**config.mk**
```make
export PLATFORM = sky130hd
export DESIGN_NAME = linear_resample_weight_generator_core
export DESIGN_NICKNAME = d
export VERILOG_FILES = /design/src/rtl/lrw_pkg.sv /design/src/rtl/lrw_front.sv /design/src/rtl/lrw_cell.sv /design/src/rtl/linear_resample_weight_generator_core.sv
export SDC_FILE = /design/constraint.sdc
export NUM_CORES = 2
export LEC_CHECK = 0
export ABC_AREA = 0
export BUFFER_PORTS_ARGS = -buffer_cell sky130_fd_sc_hd__buf_2
export CORE_MARGIN = 2
export CORE_UTILIZATION = 60
export DETAILED_ROUTE_END_ITERATION = 8
export PLACE_DENSITY = 0.77
export SYNTH_ARGS = -nofsm -noshare
export SYNTH_HDL_FRONTEND = slang
export SYNTH_SLANG_ARGS = --single-unit
```
**constraint.sdc**
```tcl
create_clock -name clk -period 14.8 [get_ports clk]
set_clock_uncertainty 0.2 [all_clocks]
set_input_delay 1.48 -clock clk [delete_from_list [all_inputs] [get_ports clk]]
set_output_delay 1.48 -clock clk [all_outputs]
set_load 0.05 [all_outputs]
```
**src/rtl/lrw_pkg.sv**
```systemverilog
// shared types, widths and helpers for the linear resample weight generator
package lrw_pkg;

  localparam int MAX_LENGTH = 4096;
  localparam int FRAC_BITS  = 16;

  localparam int IDX_W  = $clog2(MAX_LENGTH);
  localparam int LEN_W  = IDX_W + 1;
  localparam int DEN_W  = LEN_W + 1;
  localparam int NUM_W  = 2 * IDX_W + 1;
  localparam int PROD_W = 2 * LEN_W;
  localparam int TD_W   = IDX_W + DEN_W;
  localparam int Q_W    = IDX_W + FRAC_BITS;
  localparam int NW_W   = FRAC_BITS + 1;

  localparam int ADDR_W = 4;
  localparam int DATA_W = 32;

  typedef enum logic [1:0] {
    REG_SOURCE_LENGTH = 2'd0,
    REG_TARGET_LENGTH = 2'd1,
    REG_CORNER_ALIGNED = 2'd2,
    REG_NONE = 2'd3
  } lrw_reg_t;

  typedef struct packed {
    logic             valid;
    logic             clamp;
    logic [IDX_W-1:0] top;
    logic [DEN_W-1:0] den;
    logic [DEN_W-1:0] rem;
    logic [Q_W-1:0]   work;
  } lrw_div_t;

  function automatic logic [LEN_W-1:0] eff_len(input logic [LEN_W-1:0] v);
    logic [LEN_W-1:0] r;
    r = v;
    if (v == '0) begin
      r = LEN_W'(1);
    end else if (v > LEN_W'(MAX_LENGTH)) begin
      r = LEN_W'(MAX_LENGTH);
    end
    return r;
  endfunction

endpackage

```
**src/rtl/lrw_front.sv**
```systemverilog
// coordinate setup: numerator, denominator and clamp test for the divider chain
module lrw_front (
  input  logic                      clk,
  input  logic                      rst_n,
  input  logic                      req_valid,
  input  logic [lrw_pkg::IDX_W-1:0] req_index,
  input  logic [lrw_pkg::LEN_W-1:0] src_len,
  input  logic [lrw_pkg::LEN_W-1:0] tgt_len,
  input  logic                      corner,
  output lrw_pkg::lrw_div_t         div_out
);
  import lrw_pkg::*;

  logic              v1_r;
  logic              corner1_r;
  logic              tgt_gt1_r;
  logic [LEN_W-1:0]  tgt1_r;
  logic [IDX_W-1:0]  top1_r;
  logic [DEN_W-1:0]  den1_r;
  logic [PROD_W-1:0] prod1_r;
  logic [TD_W-1:0]   topden1_r;

  logic [LEN_W-1:0]  mul_a;
  logic [LEN_W-1:0]  mul_b;
  logic [IDX_W-1:0]  top_c;
  logic [DEN_W-1:0]  den_c;
  logic              tgt_gt1_c;

  logic [NUM_W-1:0]  num_c;
  logic              clamp_c;
  lrw_div_t          div_r;

  always_comb begin
    top_c     = IDX_W'(src_len - LEN_W'(1));
    tgt_gt1_c = (tgt_len > LEN_W'(1));
    if (corner) begin
      mul_a = {1'b0, req_index};
      mul_b = {1'b0, top_c};
      den_c = tgt_gt1_c ? DEN_W'(tgt_len - LEN_W'(1)) : DEN_W'(1);
    end else begin
      mul_a = {req_index, 1'b1};
      mul_b = src_len;
      den_c = {tgt_len, 1'b0};
    end
  end

  always_ff @(posedge clk) begin
    if (!rst_n) begin
      v1_r <= 1'b0;
    end else begin
      v1_r <= req_valid;
    end
  end

  always_ff @(posedge clk) begin
    corner1_r <= corner;
    tgt_gt1_r <= tgt_gt1_c;
    tgt1_r    <= tgt_len;
    top1_r    <= top_c;
    den1_r    <= den_c;
    prod1_r   <= PROD_W'(mul_a) * PROD_W'(mul_b);
    topden1_r <= TD_W'(top_c) * TD_W'(den_c);
  end

  always_comb begin
    if (corner1_r) begin
      num_c = tgt_gt1_r ? NUM_W'(prod1_r) : '0;
    end else if (prod1_r > PROD_W'(tgt1_r)) begin
      num_c = NUM_W'(prod1_r - PROD_W'(tgt1_r));
    end else begin
      num_c = '0;
    end
    clamp_c = (TD_W'(num_c) >= topden1_r);
  end

  always_ff @(posedge clk) begin
    if (!rst_n) begin
      div_r.valid <= 1'b0;
    end else begin
      div_r.valid <= v1_r;
    end
    div_r.clamp <= clamp_c;
    div_r.top   <= top1_r;
    div_r.den   <= den1_r;
    div_r.rem   <= DEN_W'(num_c[NUM_W-1:IDX_W]);
    div_r.work  <= {num_c[IDX_W-1:0], {FRAC_BITS{1'b0}}};
  end

  assign div_out = div_r;

endmodule

```
**src/rtl/lrw_cell.sv**
```systemverilog
// one restoring-division cell: produces one quotient bit per request
module lrw_cell (
  input  logic              clk,
  input  logic              rst_n,
  input  lrw_pkg::lrw_div_t d_in,
  output lrw_pkg::lrw_div_t d_out
);
  import lrw_pkg::*;

  logic [DEN_W:0]   rem_sh;
  logic [DEN_W:0]   diff;
  logic             qbit;
  logic [DEN_W-1:0] rem_c;
  lrw_div_t         d_r;

  always_comb begin
    rem_sh = {d_in.rem, d_in.work[Q_W-1]};
    diff   = rem_sh - {1'b0, d_in.den};
    qbit   = (rem_sh >= {1'b0, d_in.den});
    rem_c  = qbit ? diff[DEN_W-1:0] : rem_sh[DEN_W-1:0];
  end

  always_ff @(posedge clk) begin
    if (!rst_n) begin
      d_r.valid <= 1'b0;
    end else begin
      d_r.valid <= d_in.valid;
    end
    d_r.clamp <= d_in.clamp;
    d_r.top   <= d_in.top;
    d_r.den   <= d_in.den;
    d_r.rem   <= rem_c;
    d_r.work  <= {d_in.work[Q_W-2:0], qbit};
  end

  assign d_out = d_r;

endmodule

```
**src/rtl/linear_resample_weight_generator_core.sv**
```systemverilog
// top level: config registers, setup stages, divider cell chain and result register
// One request is taken every clock cycle (busy stays low) and its result appears
// on the out_ ports with out_valid high for one cycle, after passing through
// two setup stages (multiply, then subtract and clamp test), a chain of 28
// division cells that each resolve one quotient bit (12 index bits plus 16
// fraction bits), and the result register. The receiver cannot stall the
// block and none is needed. Registers are at byte addresses 0 (source_length),
// 4 (target_length) and 8 (corner_aligned); write them only while no request
// is in flight. Lengths of 0 act as 1 and lengths above 4096 act as 4096.
module linear_resample_weight_generator_core (
  input  logic                          clk,
  input  logic                          rst_n,
  input  logic                          start,
  output logic                          busy,
  input  logic [lrw_pkg::IDX_W-1:0]     in_target_index,
  output logic                          out_valid,
  output logic [lrw_pkg::IDX_W-1:0]     out_near_index,
  output logic [lrw_pkg::IDX_W-1:0]     out_far_index,
  output logic [lrw_pkg::NW_W-1:0]      out_near_weight,
  output logic [lrw_pkg::FRAC_BITS-1:0] out_far_weight,
  input  logic                          psel,
  input  logic                          penable,
  input  logic                          pwrite,
  input  logic [lrw_pkg::ADDR_W-1:0]    paddr,
  input  logic [lrw_pkg::DATA_W-1:0]    pwdata,
  output logic [lrw_pkg::DATA_W-1:0]    prdata,
  output logic                          pready
);
  import lrw_pkg::*;

  logic [LEN_W-1:0] source_length_r;
  logic [LEN_W-1:0] target_length_r;
  logic             corner_aligned_r;
  lrw_reg_t         reg_sel;
  logic             wr_en;

  lrw_div_t         chain [0:Q_W];

  logic             valid_r;
  logic [IDX_W-1:0] near_r;
  logic [IDX_W-1:0] far_r;
  logic [NW_W-1:0]  nw_r;
  logic [FRAC_BITS-1:0] fw_r;

  logic [IDX_W-1:0]     near_nxt;
  logic [IDX_W-1:0]     far_nxt;
  logic [FRAC_BITS-1:0] frac_nxt;
  logic [IDX_W:0]       near_inc;

  assign busy   = 1'b0;
  assign pready = 1'b1;
  assign wr_en  = psel & penable & pwrite;

  always_comb begin
    case (paddr[ADDR_W-1:2])
      2'd0:    reg_sel = REG_SOURCE_LENGTH;
      2'd1:    reg_sel = REG_TARGET_LENGTH;
      2'd2:    reg_sel = REG_CORNER_ALIGNED;
      default: reg_sel = REG_NONE;
    endcase
  end

  always_ff @(posedge clk) begin
    if (!rst_n) begin
      source_length_r  <= LEN_W'(1);
      target_length_r  <= LEN_W'(1);
      corner_aligned_r <= 1'b0;
    end else if (wr_en) begin
      case (reg_sel)
        REG_SOURCE_LENGTH:  source_length_r  <= pwdata[LEN_W-1:0];
        REG_TARGET_LENGTH:  target_length_r  <= pwdata[LEN_W-1:0];
        REG_CORNER_ALIGNED: corner_aligned_r <= pwdata[0];
        default: ;
      endcase
    end
  end

  always_comb begin
    case (reg_sel)
      REG_SOURCE_LENGTH:  prdata = DATA_W'(source_length_r);
      REG_TARGET_LENGTH:  prdata = DATA_W'(target_length_r);
      REG_CORNER_ALIGNED: prdata = DATA_W'(corner_aligned_r);
      default:            prdata = '0;
    endcase
  end

  lrw_front u_front (
    .clk       (clk),
    .rst_n     (rst_n),
    .req_valid (start & ~busy),
    .req_index (in_target_index),
    .src_len   (eff_len(source_length_r)),
    .tgt_len   (eff_len(target_length_r)),
    .corner    (corner_aligned_r),
    .div_out   (chain[0])
  );

  for (genvar i = 0; i < Q_W; i++) begin : g_cell
    lrw_cell u_cell (
      .clk   (clk),
      .rst_n (rst_n),
      .d_in  (chain[i]),
      .d_out (chain[i+1])
    );
  end

  always_comb begin
    if (chain[Q_W].clamp) begin
      near_nxt = chain[Q_W].top;
      frac_nxt = '0;
    end else begin
      near_nxt = chain[Q_W].work[Q_W-1:FRAC_BITS];
      frac_nxt = chain[Q_W].work[FRAC_BITS-1:0];
    end
    near_inc = {1'b0, near_nxt} + (IDX_W+1)'(1);
    far_nxt  = (near_inc < {1'b0, chain[Q_W].top}) ? near_inc[IDX_W-1:0]
                                                   : chain[Q_W].top;
  end

  always_ff @(posedge clk) begin
    if (!rst_n) begin
      valid_r <= 1'b0;
    end else begin
      valid_r <= chain[Q_W].valid;
    end
  end

  always_ff @(posedge clk) begin
    near_r <= near_nxt;
    far_r  <= far_nxt;
    fw_r   <= frac_nxt;
    nw_r   <= (NW_W'(1) << FRAC_BITS) - NW_W'(frac_nxt);
  end

  assign out_valid       = valid_r;
  assign out_near_index  = near_r;
  assign out_far_index   = far_r;
  assign out_near_weight = nw_r;
  assign out_far_weight  = fw_r;

endmodule

```
==> key figures <==
GRT
  – Global-route wire length before repair: 238.4 mm
  – Initial antenna violation count: 1
  – Vias in the first global route: ~48000
  – Gr usage total: 0.2291
  – Largest net degree at the start of global routing: 59
  – Gr ovfl total: 0

Die
  – Initial Util: 0.6059
  – FP Rows: 129
  – Die Ht: between 300 and 400 microns
  – Die X: approximately 360 microns
  – Core area: around 120000 sq um
  – I/O pin cnt: between 100 and 150
  – Die area: about 130000 sq um

Logic synthesis
  – Sequential area share after synthesis: 0.4934
  – Post-synth EDFFs: 0
  – Dominant cell type by area after synthesis: dfxtp_1
  – Main flop type after synthesis: dfxtp_1
  – Synth Area in XOR/XNOR: 0.04313
  – Most numerous cell in the Yosys netlist: dfxtp_1
  – Synth Area in Adders: 0.1683
  – Post-synthesis mux area share: 0.05358
  – Syn Inst Count: ~7000
  – Synth unique cells: 91
  – Synth Area in Compound Gates: 0.08985
  – Top area cells in the synthesized netlist: dfxtp_1 49%, ha_1 9.7%, fa_1 7.2%, inv_1 4.7%, mux2_2 4.3%
  – Synthesized area: roughly 75000 sq um
  – Async set or reset register ratio after synthesis: 0
  – Synth Area in Simple Gates: 0.09368
  – YS warnings: 0
  – Largest family of logic cells by synthesized area: adder cells
  – Top cells by count, synth: 1851 x dfxtp_1, 938 x inv_1, 580 x ha_1, 432 x nand2_1, 369 x a21oi_1
  – Register bit total from synthesis: between 1500 and 2000
  – Top cell type's share of synthesized area: 0.4934
  – Synthesized area per cell: roughly 11 sq um

Clocking
  – CTS tree: yes
  – Htree depth: 4
  – Hold Buf Count CTS: 0
  – Clock sinks: 1851
  – Postcts setup bufs: 0
  – Worst-skew pair later-pin latency: roughly 0.82 ns
  – Post-CTS Resized: 0
  – Clock transition at the registers of the reported paths: 0.07 ns
  – Clock tree root buffer cell: clkbuf_16
  – CTS Buf Count: 170
  – CTS max path bufs: 3

Job
  – # Max-Cap Violations: 0

Setup path
  – R2R setup slack: around 5.0 ns
  – R2R depth: 28
  – Crit Reg-Reg Startpoint: source_length_r[7]
  – Critical path destination: u_front.prod1_r[24]
  – Critical Path Start Type: register
  – Max stage delay on crit path: ~0.7 ns
  – Critical path's slowest cell: a2111oi_0
  – Crit-path max FO: 18
  – FF-to-FF End: u_front.prod1_r[24]
  – Required @ worst endpoint: 15.32 ns
  – Most used cell, CP: fa_1
  – Critical path class: register to register
  – Worst Path Arrival: between 10 and 15 ns
  – Endpoint class of the critical path: register
  – Critical Path Start: source_length_r[7]

Route
  – # DRC: 0
  – Vias per Instance: 5.293
  – Starting DRT DRC Count: 2476
  – Drt wl/cell: between 15 and 20 microns
  – Routed via count: between 40000 and 50000
  – WL final: 145.7 mm
  – Antenna-violating nets left: 0
  – First-pass DRT Iterations: 7

Power
  – Max rail drop VDD: 0.1380 mV
  – Pwr Total: 18.43 mW
  – Leakage: between 30 and 40 nW
  – P per Cell Area: 220.7 nW/um^2

Timing
  – Final worst-path cycle share: 0.6605
  – RSZ-0062 raised after global routing: no
  – Hold Violations, Final: 0
  – Setup TNS: 0 ns
  – Tmin final: approximately 9.8 ns
  – Slew Limit Fails: 0
  – Worst slew pin tran: between 1 and 1.5 ns
  – Setup violations, final: 0
  – Max Clock Freq: between 100 and 150 MHz
  – Slew Limit Headroom: 0.1723

Status
  – Status: finished clean

Min path
  – HP Class: register to register
  – WHS Path Cells: 0

Placed design
  – Routability cong.: a little under 0.9
  – Inst Count DP: between 8000 and 9000
  – Port buffer count: 103
  – Post-DP HPWL: approximately 110 mm

Final layout
  – Final non-filler cell total: between 8000 and 9000
  – # nets final: around 8000
  – Share of cells above drive strength 1: 0.1100
  – Post-layout util: 0.6738
  – Area delta synth->final: 11.22%
## registers in the layout, indices dropped and copies added (netlist names)
name,flops
g_cell.u_cell.d_out,1620
u_front.div_out,53
u_front.prod1_r,26
u_front.topden1_r,26
out_far_weight,16
out_near_weight,16
u_front.den1_r,14
source_length_r,13
target_length_r,13
u_front.tgt1_r,13
out_far_index,12
out_near_index,12
u_front.top1_r,12
corner_aligned_r,1
out_valid,1
u_front.corner1_r,1
u_front.tgt_gt1_r,1
u_front.v1_r,1
## critical path: cells and delay by family, from the launching register on
kind / cells / cell delay (ns)
AOI/OAI and AO/OA: 8 / 2.56
xor gates and xnor gates: 1 / 0.14
adders and majority gates: 7 / 3.54
buffers and inverters: 4 / 0.40
DFF: 1 / 0.45
and+or+nand+nor: 8 / 2.41
## metrics by stage
step	hold slack, ns	area, sq um	worst slack, ns
after global placement	0.1096	77290	5.341
after CTS	0.08439	83520	5.152
final	0.08320	83530	5.024
after global routing	0.1015	83520	4.427
after floorplan	0.1096	75170	6.778
after detailed placement	0.1121	77290	5.154
## where the power goes
part	leakage, nW	switching, mW	internal, mW
Combinational	17.8	3.71	3.19
Sequential	15.3	0.561	6.32
Clock	3.03	1.92	2.73
Total	36.1	6.19	12.2
## how the worst min path moves through the flow
stage	start	end
floorplan	u_front.div_out[16]	g_cell[0].u_cell.d_out[17]
global placement	g_cell[12].u_cell.d_out[63]	g_cell[13].u_cell.d_out[63]
detailed placement	u_front.div_out[22]	g_cell[0].u_cell.d_out[23]
CTS	g_cell[8].u_cell.d_out[25]	g_cell[9].u_cell.d_out[26]
global route	g_cell[8].u_cell.d_out[25]	g_cell[9].u_cell.d_out[26]
finish	g_cell[3].u_cell.d_out[20]	g_cell[4].u_cell.d_out[21]
## cell families (layout without fill, tap and decap cells)
group | after synthesis | after routing
and+or+nand+nor | 1420 | 1420
muxes | 366 | 366
other | 2 | 23
DFF | 1851 | 1851
adders and majority gates | 849 | 849
xor gates and xnor gates | 369 | 369
AOI/OAI and AO/OA | 1051 | 1051
buffers and inverters | 1106 | 1407
## routing by layer
metal | vias up | part of all wire | track usage
li1 | 23468 | - | -
met1 | 22415 | 0.43 | 0.2857
met5 | - | 0 | 0
met4 | 0 | 0.047 | 0.1126
met3 | 385 | 0.045 | 0.03226
met2 | 1226 | 0.47 | 0.3905
## area by class of cell
type | count | area (sq um)
antenna | 2 | 5.005
clock buffer | 227 | 4930
clock inverter | 91 | 1309
fill | 9044 | 40430
inverter | 943 | 3540
multi-input combinational | 4076 | 33800
sequential | 1851 | 37060
tap | 1637 | 2048
timing repair buffer | 146 | 838.3
## cell usage in the layout, fill, tap and decap left out, types with 17 or more instances in the layout
cell | netlist | final
dfxtp_1 | 1851 | 1850
inv_1 | 938 | 938
ha_1 | 580 | 580
nand2_1 | 432 | 432
a21oi_1 | 369 | 369
mux2_2 | 288 | 288
nor2_1 | 272 | 272
fa_1 | 269 | 269
xnor2_1 | 264 | 264
clkbuf_16 | 0 | 171
o21ai_0 | 170 | 166
a21o_1 | 147 | 147
nor2b_1 | 120 | 120
and2_1 | 116 | 116
nor3_1 | 111 | 105
xor2_1 | 104 | 104
buf_2 | 39 | 103
mux2i_1 | 78 | 78
nand4_1 | 72 | 72
nand2b_1 | 60 | 60
nand3_1 | 54 | 54
or3_1 | 52 | 52
o21a_1 | 50 | 50
clkbuf_8 | 0 | 44
a31oi_1 | 43 | 43
buf_4 | 30 | 43
o211ai_1 | 35 | 35
clkinv_2 | 0 | 27
nor3b_1 | 26 | 25
a211oi_1 | 23 | 23
a221oi_1 | 22 | 22
o21bai_1 | 21 | 21
nand3b_1 | 21 | 21
conb_1 | 2 | 21
and3_1 | 20 | 20
or2_2 | 20 | 20
bufinv_16 | 0 | 20
nor4_1 | 19 | 19
a21boi_0 | 18 | 18
o41ai_1 | 17 | 17
(Power assumes the default switching activity.)
